[src/bas_pkg.sv]
package bas_pkg;

  // number of BCD digit lanes and packing
  localparam int MAX_DIGITS  = 16;
  localparam int DIGIT_W     = 4;
  localparam int OPERAND_W   = 64;
  localparam int CNT_W       = 5;
  localparam int GROUP_SIZE  = 4;
  localparam int NUM_GROUPS  = (MAX_DIGITS + GROUP_SIZE - 1) / GROUP_SIZE;

  // operation codes
  localparam logic OP_ADD = 1'b0;
  localparam logic OP_SUB = 1'b1;

  // result status codes
  typedef enum logic [1:0] {
    ST_OK        = 2'd0,
    ST_BAD_DIGIT = 2'd1,
    ST_OVERFLOW  = 2'd2
  } status_t;

  // what one digit lane hands to the merge stage
  typedef struct packed {
    logic [DIGIT_W-1:0] sum0;    // digit with no carry/borrow in
    logic [DIGIT_W-1:0] sum1;    // digit with carry/borrow in
    logic               gen;     // carry/borrow out regardless of carry in
    logic               prop;    // carry/borrow out when carry in is set
    logic               bad;     // operand digit above nine
    logic               in_use;  // digit takes part
    logic [DIGIT_W-1:0] keep;    // first operand digit, zero when unused
  } lane_t;

endpackage

[src/bas_lane.sv]
module bas_lane
  import bas_pkg::*;
(
  input  logic               op,
  input  logic [DIGIT_W-1:0] digit_a,
  input  logic [DIGIT_W-1:0] digit_b,
  input  logic               in_use,
  output lane_t              lane
);

  logic [DIGIT_W:0] add0;
  logic [DIGIT_W:0] add1;
  logic [DIGIT_W:0] sub0;
  logic [DIGIT_W:0] sub1;
  logic [DIGIT_W:0] a_ext;
  logic [DIGIT_W:0] a_plus_ten;

  // both carry-in variants of the digit sum and subtrahend
  assign a_ext      = {1'b0, digit_a};
  assign a_plus_ten = a_ext + (DIGIT_W+1)'(10);
  assign add0       = a_ext + {1'b0, digit_b};
  assign add1       = add0 + (DIGIT_W+1)'(1);
  assign sub0       = {1'b0, digit_b};
  assign sub1       = sub0 + (DIGIT_W+1)'(1);

  // per-digit result for carry in of zero and one
  always_comb begin
    lane.bad    = in_use && ((digit_a > DIGIT_W'(9)) || (digit_b > DIGIT_W'(9)));
    lane.in_use = in_use;
    lane.keep   = in_use ? digit_a : '0;
    unique case (op)
      OP_ADD: begin
        if (add0 > (DIGIT_W+1)'(9)) begin
          lane.sum0 = DIGIT_W'(add0 - (DIGIT_W+1)'(10));
          lane.gen  = 1'b1;
        end else begin
          lane.sum0 = add0[DIGIT_W-1:0];
          lane.gen  = 1'b0;
        end
        if (add1 > (DIGIT_W+1)'(9)) begin
          lane.sum1 = DIGIT_W'(add1 - (DIGIT_W+1)'(10));
          lane.prop = 1'b1;
        end else begin
          lane.sum1 = add1[DIGIT_W-1:0];
          lane.prop = 1'b0;
        end
      end
      default: begin
        if (sub0 > a_ext) begin
          lane.sum0 = DIGIT_W'(a_plus_ten - sub0);
          lane.gen  = 1'b1;
        end else begin
          lane.sum0 = DIGIT_W'(a_ext - sub0);
          lane.gen  = 1'b0;
        end
        if (sub1 > a_ext) begin
          lane.sum1 = DIGIT_W'(a_plus_ten - sub1);
          lane.prop = 1'b1;
        end else begin
          lane.sum1 = DIGIT_W'(a_ext - sub1);
          lane.prop = 1'b0;
        end
      end
    endcase
    // unused digits pass the carry straight through
    if (!in_use) begin
      lane.gen  = 1'b0;
      lane.prop = 1'b1;
    end
  end

endmodule

[src/bas_merge.sv]
module bas_merge
  import bas_pkg::*;
(
  input  lane_t                lanes [MAX_DIGITS],
  output logic [OPERAND_W-1:0] result_nxt,
  output status_t              status_nxt
);

  logic                  grp_gen  [NUM_GROUPS];
  logic                  grp_prop [NUM_GROUPS];
  logic                  grp_cin  [NUM_GROUPS+1];
  logic                  lane_cin [MAX_DIGITS];
  logic [OPERAND_W-1:0]  sum_word;
  logic [OPERAND_W-1:0]  keep_word;
  logic                  any_bad;

  // group generate/propagate over each run of lanes
  always_comb begin
    for (int g = 0; g < NUM_GROUPS; g++) begin
      grp_gen[g]  = 1'b0;
      grp_prop[g] = 1'b1;
      for (int k = 0; k < GROUP_SIZE; k++) begin
        if (g * GROUP_SIZE + k < MAX_DIGITS) begin
          grp_gen[g]  = lanes[g*GROUP_SIZE+k].gen |
                        (lanes[g*GROUP_SIZE+k].prop & grp_gen[g]);
          grp_prop[g] = lanes[g*GROUP_SIZE+k].gen |
                        (lanes[g*GROUP_SIZE+k].prop & grp_prop[g]);
        end
      end
    end
  end

  // carry across groups, then into each lane
  always_comb begin
    grp_cin[0] = 1'b0;
    for (int g = 0; g < NUM_GROUPS; g++) begin
      grp_cin[g+1] = grp_cin[g] ? grp_prop[g] : grp_gen[g];
    end
    for (int i = 0; i < MAX_DIGITS; i++) begin
      lane_cin[i] = 1'b0;
    end
    for (int g = 0; g < NUM_GROUPS; g++) begin
      for (int k = 0; k < GROUP_SIZE; k++) begin
        if (g * GROUP_SIZE + k < MAX_DIGITS) begin
          if (k == 0) begin
            lane_cin[g*GROUP_SIZE+k] = grp_cin[g];
          end else begin
            lane_cin[g*GROUP_SIZE+k] = lane_cin[g*GROUP_SIZE+k-1] ?
                                       lanes[g*GROUP_SIZE+k-1].prop :
                                       lanes[g*GROUP_SIZE+k-1].gen;
          end
        end
      end
    end
  end

  // pick digits and collect errors
  always_comb begin
    sum_word  = '0;
    keep_word = '0;
    any_bad   = 1'b0;
    for (int i = 0; i < MAX_DIGITS; i++) begin
      if (lanes[i].in_use) begin
        sum_word[i*DIGIT_W +: DIGIT_W] = lane_cin[i] ? lanes[i].sum1 : lanes[i].sum0;
      end
      keep_word[i*DIGIT_W +: DIGIT_W] = lanes[i].keep;
      any_bad = any_bad | lanes[i].bad;
    end
  end

  // bad digit wins over overflow
  always_comb begin
    priority if (any_bad) begin
      status_nxt = ST_BAD_DIGIT;
      result_nxt = keep_word;
    end else if (grp_cin[NUM_GROUPS]) begin
      status_nxt = ST_OVERFLOW;
      result_nxt = keep_word;
    end else begin
      status_nxt = ST_OK;
      result_nxt = sum_word;
    end
  end

endmodule

[src/bcd_add_subtract.sv]
// Packed BCD adder/subtractor. Each input transaction carries two sixteen-digit
// BCD operands and an add/subtract select; one result transaction comes back with
// the sum or difference and a status (ok, bad digit or overflow). Only the lowest
// cfg digits take part (values above sixteen count as sixteen); higher result
// digits are zero, and on any error the first operand's digits in use are
// returned. The block takes one transaction per cycle unless the output stalls:
// one digit lane per BCD digit works out both carry-in cases in the first stage,
// and a two-level carry lookahead across the lanes picks the digits in the second.
// The output register lets a new transaction enter while a result waits.
module bcd_add_subtract
  import bas_pkg::*;
(
  input  logic                   clk,
  input  logic                   rst_n,
  input  logic                   in_tvalid,
  output logic                   in_tready,
  input  logic [2*OPERAND_W-1:0] in_tdata,   // first_operand, second_operand
  input  logic                   in_tuser,   // op
  output logic                   out_tvalid,
  input  logic                   out_tready,
  output logic [OPERAND_W-1:0]   out_tdata,  // result_digits
  output logic [1:0]             out_tuser,  // status
  input  logic                   cfg_valid,
  output logic                   cfg_ready,
  input  logic [CNT_W-1:0]       cfg_data    // digits_in_use
);

  logic [CNT_W-1:0]     digits_r;
  logic [CNT_W-1:0]     digits_eff;
  lane_t                lane_nxt [MAX_DIGITS];
  lane_t                lane_r   [MAX_DIGITS];
  logic                 s1_valid_r;
  logic                 out_valid_r;
  logic [OPERAND_W-1:0] out_data_r;
  status_t              out_status_r;
  logic [OPERAND_W-1:0] result_nxt;
  status_t              status_nxt;
  logic                 out_adv;
  logic                 s1_adv;

  // digit count register
  assign cfg_ready = 1'b1;

  always_ff @(posedge clk) begin
    if (!rst_n) begin
      digits_r <= CNT_W'(MAX_DIGITS);
    end else if (cfg_valid && cfg_ready) begin
      digits_r <= cfg_data;
    end
  end

  assign digits_eff = (digits_r > CNT_W'(MAX_DIGITS)) ? CNT_W'(MAX_DIGITS) : digits_r;

  // one lane per digit
  for (genvar i = 0; i < MAX_DIGITS; i++) begin : g_lane
    bas_lane u_lane (
      .op      (in_tuser),
      .digit_a (in_tdata[i*DIGIT_W +: DIGIT_W]),
      .digit_b (in_tdata[OPERAND_W + i*DIGIT_W +: DIGIT_W]),
      .in_use  (CNT_W'(i) < digits_eff),
      .lane    (lane_nxt[i])
    );
  end

  // pipeline flow control
  assign out_adv   = !out_valid_r || out_tready;
  assign s1_adv    = !s1_valid_r || out_adv;
  assign in_tready = s1_adv;

  always_ff @(posedge clk) begin
    if (!rst_n) begin
      s1_valid_r  <= 1'b0;
      out_valid_r <= 1'b0;
    end else begin
      if (s1_adv) begin
        s1_valid_r <= in_tvalid;
      end
      if (out_adv) begin
        out_valid_r <= s1_valid_r;
      end
    end
  end

  // lane stage register
  always_ff @(posedge clk) begin
    if (s1_adv && in_tvalid) begin
      lane_r <= lane_nxt;
    end
  end

  bas_merge u_merge (
    .lanes      (lane_r),
    .result_nxt (result_nxt),
    .status_nxt (status_nxt)
  );

  // output register
  always_ff @(posedge clk) begin
    if (out_adv && s1_valid_r) begin
      out_data_r   <= result_nxt;
      out_status_r <= status_nxt;
    end
  end

  assign out_tvalid = out_valid_r;
  assign out_tdata  = out_data_r;
  assign out_tuser  = out_status_r;

endmodule
[config.mk]
export PLATFORM = sky130hd
export DESIGN_NAME = bcd_add_subtract
export DESIGN_NICKNAME = d
export VERILOG_FILES = /design/src/bas_pkg.sv /design/src/bas_lane.sv /design/src/bas_merge.sv /design/src/bcd_add_subtract.sv
export SDC_FILE = /design/constraint.sdc
export NUM_CORES = 1
export LEC_CHECK = 0
export BUFFER_PORTS_ARGS = -buffer_cell sky130_fd_sc_hd__buf_2
export CAP_MARGIN = 25
export CORE_UTILIZATION = 40
export CTS_BUF_LIST = sky130_fd_sc_hd__clkbuf_8
export CTS_CLUSTER_DIAMETER = 150
export CTS_CLUSTER_SIZE = 14
export DETAILED_ROUTE_END_ITERATION = 16
export HOLD_SLACK_MARGIN = 0.06
export PLACE_DENSITY_LB_ADDON = 0.3
export SETUP_SLACK_MARGIN = 0.3
export SLEW_MARGIN = 20
export SYNTH_ARGS = -nofsm -noshare
export SYNTH_HDL_FRONTEND = slang
export SYNTH_SLANG_ARGS = --single-unit
[constraint.sdc]
create_clock -name clk -period 12.5 [get_ports clk]
set_clock_uncertainty 0.15 [all_clocks]
set_input_delay 0.625 -clock clk [delete_from_list [all_inputs] [get_ports clk]]
set_output_delay 0.625 -clock clk [all_outputs]
set_load 0.01 [all_outputs]
=== After elaboration in Yosys (flattened, before gate mapping) ===
Index checks and enable logic that the tools add are counted.

* Memories: 0
* Bits in latches: 0
* Output and inout port bits: 69
* Memory bits (writable): 0
* Register bits: 324
* Input bits: 139
* Memory bits (read-only): 0

* Reductions and logical operators: 38
* Bitwise operators: 60
* Shifts and indexed selects: 0
* Multiplexer cells: 193
* Magnitude comparators: 113
* Multipliers: 0
* Equal/unequal tests: 0
* Div/mod/pow operators: 0
* Add/subtract/negate cells: 160

{| class="wikitable"
|+ Operator list
! operator !! count
|-
| two-way mux 4 bit || 95
|-
| subtractor 4 bit || 64
|-
| greater-than comparator 5 x 4 -> 1 bit (second input constant) || 32
|-
| two-way mux 10 bit || 16
|-
| greater-than comparator 4 bit (second input constant) || 32
|-
| two-way mux 64 bit || 2
|-
| subtractor 4 bit (second input constant) || 32
|-
| adder 4 x 1 -> 5 bit (second input constant) || 16
|-
| adder 4 x 4 -> 5 bit || 16
|-
| adder 5 x 1 -> 5 bit (second input constant) || 16
|-
| greater-than comparator 5 x 4 -> 1 bit || 16
|-
| two-way mux 1 bit || 78
|-
| adder 4 bit (second input constant) || 16
|-
| greater-than comparator 4 bit || 16
|-
| < comparator 4 x 5 -> 1 bit (first input constant) || 8
|-
| OR 1 bit || 39
|-
| bitwise AND 1 bit || 21
|-
| < comparator 3 x 5 -> 1 bit (first input constant) || 4
|-
| logical AND 1 bit || 18
|-
| logical OR 1 bit || 18
|-
| < comparator 1 x 5 -> 1 bit (first input constant) || 2
|-
| < comparator 2 x 5 -> 1 bit (first input constant) || 2
|-
| greater-than comparator 5 bit (second input constant) || 1
|-
| two-way mux 5 bit || 1
|-
| 2 further kinds || 3
|}

=== Longest topological paths before layout ===
* Depth after elaboration: 16
* Depth in mapped cells: 16
* Mapped depth without buffers: 16

=== Modules after synthesis ===
Synthesis repeated with hierarchy kept, for this count alone.

* Cells, all modules: 3,240
* Area, all modules: 32,451.1 um^2

{| class="wikitable"
|+ Modules (own cells, without submodules)
! module !! instances !! area an instance (um^2) !! cells each
|-
| bas_lane at g_lane[0].u_lane ... || 10 || 1,256.2 || 157
|-
| bcd_add_subtract || 1 || 10,109.7 || 378
|-
| bas_lane at g_lane[5].u_lane ... || 4 || 1,307.5 || 163
|-
| bas_merge || 1 || 1,975.6 || 307
|-
| bas_lane at g_lane[8].u_lane || 1 || 1,288.7 || 167
|-
| bas_lane at g_lane[4].u_lane || 1 || 1,285.0 || 166
|}

=== Worst setup path before layout ===
Ideal clock, no wire load.

* Path kind: input port to flip-flop
* Start: input out_tready
* End: register lane_r[0] in the netlist's numbering (enable)
* Arrival: 6,559 ps
* Buffers on the path: 0
* Stages: 3
* Library setup time: 645 ps
* Data required time: 11,705 ps
* Setup slack: 5,146 ps
* Path through: nor2b_1 nand2_1 and2_1

* Cells in the longest elaborated chain, start to end: 3

{| class="wikitable"
|+ Ends and longest elaborated chain
! what !! RTL line !! source
|-
| start: declaration || bcd_add_subtract.sv:20 || <nowiki>input logic out_tready,</nowiki>
|-
| logical OR 1 bit || bcd_add_subtract.sv:66 || <nowiki>assign out_adv = !out_valid_r || out_tready;</nowiki>
|-
| logical OR 1 bit || bcd_add_subtract.sv:67 || <nowiki>assign s1_adv = !s1_valid_r || out_adv;</nowiki>
|-
| via in_tready || bcd_add_subtract.sv:16 || <nowiki>output logic in_tready,</nowiki>
|-
| logical AND 1 bit || bcd_add_subtract.sv:86 || <nowiki>if (s1_adv && in_tvalid) begin</nowiki>
|-
| end signal: assignment || bcd_add_subtract.sv:87 || <nowiki>lane_r <= lane_nxt;</nowiki>
|-
| end: declaration || bcd_add_subtract.sv:31 || <nowiki>lane_t lane_r [MAX_DIGITS];</nowiki>
|}

The timed path passes the listed nets, and every way through them passes these cells.
A chain may end at the register's enable or synchronous reset.

=== Worst setup path in the final report ===
* Start: register out_valid_r (netlist: out_tvalid)
* End: register lane_r[151] in the netlist's numbering (enable)

* Cells in the longest elaborated chain, start to end: 4

{| class="wikitable"
|+ Ends and longest elaborated chain
! what !! RTL line !! source
|-
| start: declaration || bcd_add_subtract.sv:33 || <nowiki>logic out_valid_r;</nowiki>
|-
| start signal: assignment || bcd_add_subtract.sv:79 || <nowiki>out_valid_r <= s1_valid_r;</nowiki>
|-
| zero test 1 bit || bcd_add_subtract.sv:66 ||
|-
| logical OR 1 bit || bcd_add_subtract.sv:66 ||
|-
| logical OR 1 bit || bcd_add_subtract.sv:67 ||
|-
| logical AND 1 bit || bcd_add_subtract.sv:86 ||
|}

Every way passes these cells.

==> impl_metrics.json <==
{
  "fin_nets": 3684,
  "grt_pass1_vias": 20100,
  "drt_first_pass_iters": 5,
  "layout.cells.non_filler": 4026,
  "hold_violations": 0,
  "die_x_um": 271,
  "io_pins": 208,
  "fmax_ghz": 0.236,
  "outcome": "finished, final reports clean",
  "synthTopCellsByCount": "ha_1 (418), edfxtp_1 (317), inv_1 (302)",
  "gp_congestion": 0.873,
  "synth_edf_count": 317,
  "totalWireLength_mm": 69.3,
  "synth_fp_nets": 3490,
  "slew_headroom_pct": 37.5,
  "yosysTopAreaCell": "edfxtp_1",
  "hp-class": "in -> reg",
  "root_buffer": "clkbuf_8",
  "via_count": 20300,
  "rsz0062_at_grt": "false",
  "htreeDepth": 1,
  "max-cap-violations": 0,
  "rows": 98,
  "grt_pass1_wl_mm": 109,
  "ys_seq_area_share_pct": 33.4,
  "synth_warnings": 0,
  "ant_nets": 0,
  "clock_path_buffers": 3,
  "syn2layout_area_growth_pct": 9.03,
  "p_per_area_mw_per_mm2": 113,
  "grt_max_degree": 75,
  "cts-hold-fix-buffers": 7,
  "clk_pin_slew_ns": 0.11,
  "clock_sinks": 324,
  "cp_max_fo": 74,
  "drt_iter0_markers": 976,
  "drive_gt1_share_pct": 10.4,
  "critical_path_class": "reg -> reg",
  "required_ns": 12.64,
  "synth.top_cell.area_share_pct": 33.0,
  "p_leak_uw": 0.0138,
  "yosys-top-cells-area": "edfxtp_1 (33%), ha_1 (18%), xnor2_1 (7.5%)",
  "post_cts_resized": 0,
  "drc": 0,
  "post_cts_buffers": 0,
  "maxSlewViolCount": 0,
  "synthFlopType": "edfxtp_1",
  "viasPerCell": 5.04,
  "endpoint_kind": "register",
  "fin_crit_ns": 4.24,
  "io_buffers": 206,
  "start_kind": "register",
  "die_h_um": 271,
  "power_uw": 3570,
  "final_core_util_pct": 44.0,
  "start_util_pct": 40.4,
  "yosysMostFrequentCell": "ha_1",
  "setup_viol": 0,
  "ys_types": 59,
  "fillers": 6896,
  "post-place-cells": 3977,
  "numCtsBuffers": 27,
  "antenna_found_initial": 11,
  "core_mm2": 0.0715,
  "tightest_slew_ns": 0.929,
  "die_area_mm2": 0.0733,
  "synth-seq-cells": 324,
  "fin_hold_ws_ns": 0.141,
  "track_usage_pct": 18.7,
  "cts_tree": "yes",
  "syn_area_mm2": 0.0289,
  "setup-tns-final_ns": 0,
  "cp.arrival_ns": 4.38,
  "synth-async-reset-ratio_pct": 0,
  "avgRoutedWirePerCell_um": 17.2,
  "dp_hpwl_mm": 54.0,
  "clk_latency_ns": 0.66,
  "postSynthCellCount": 2870,
  "syn_avg_cell_area_um2": 10.1,
  "gr-total-overflow": 0,
  "peakVddDrop_v": 0.0000688,
  "period_share_pct": 33.9
}
## per-stage QoR
step	setup slack (ns)	cell area, um^2
6_report	8.26	31500
5_1_grt	7.91	31500
3_5_place_dp	7.87	31000
4_1_cts	8.17	31500
2_1_floorplan	5.15	28900
3_3_place_gp	7.91	31000
## cell usage in the layout (no fill, tap or decap), types with 16 or more instances in the layout
master,netlist,routed
ha_1,418,418
edfxtp_1,317,317
inv_1,302,312
xnor2_1,247,247
nand2_1,206,206
buf_2,0,205
o21ai_0,193,192
nor2_1,161,160
a21oi_1,152,152
mux2i_1,98,98
nor2b_1,75,74
xor2_1,63,63
fa_1,63,63
o21bai_1,62,62
nand3_1,56,56
mux2_2,36,36
o21a_1,33,33
nand2b_1,33,33
a22oi_1,32,32
a211oi_1,31,31
a21o_1,31,31
clkbuf_8,0,27
and2_1,21,20
o211ai_1,19,19
nand4_1,16,16
and3_1,16,16
## state kept, by name, summed over array words and instances, names as in the netlist
signal / count
digits_r: 5
lane_r: 251
out_tdata: 64
out_tuser: 2
out_tvalid: 1
s1_valid_r: 1
## cell families after synthesis
group	Yosys count	share of synthesized area (%)
other	1	0.0130
and+or+nand+nor	611	9.77
xor gates and xnor gates	325	10.6
adders and majority gates	481	22.5
DFF	324	33.4
AOI/OAI and AO/OA	625	13.6
muxes	141	5.26
buffers and inverters	362	4.80
## final cells by class
type	count	area [um^2]	area share, %
clock inverter	13	65.1	0.207
timing repair buffer	225	1210	3.84
inverter	302	1140	3.61
tap	950	1190	3.77
antenna	1	2.50	0.00795
clock buffer	27	372	1.18
multi-input combinational	2184	17900	56.7
sequential	324	9660	30.7
## report_power, final
part / leakage, uW / internal, uW / switching (uW)
clock network: 0.000260 / 200 / 376
logic: 0.0104 / 707 / 851
registers: 0.00310 / 1380 / 51.8
total: 0.0138 / 2290 / 1280
## critical path: stages (launching register included)
cell and delay [ns]:
dfxtp_1 0.33, nor2b_1 0.18, nand2_1 0.09, and2_4 0.63, buf_4 0.84, buf_4 0.82, buf_4 0.74
## path summary, 6_finish.rpt
path	endpoint	slack (ns)	start	cells after the start
worst max-delay path	lane_r[151]$_SDFFCE_PN0P_	8.26	out_tvalid$_SDFFE_PN0P_	6
worst min-delay path	digits_r[2]$_SDFFE_PN0P_	0.14	cfg_data[2]	3
worst max register to register	lane_r[151]$_SDFFCE_PN0P_	8.26	out_tvalid$_SDFFE_PN0P_	6
worst min register to register	out_tdata[12]$_DFFE_PP_	0.35	lane_r[192]$_SDFFCE_PP0P_	2
## routing by layer
metal / up-vias / track usage, % / share of wire [%]
li1: 10400 / - / -
met1: 9547 / 25.3 / 47
met2: 295 / 31.9 / 47
met3: 76 / 2.34 / 3.8
met4: 16 / 4.04 / 1.9
met5: - / 0 / 0.12
No activity file was read; power rests on OpenSTA's default activity.
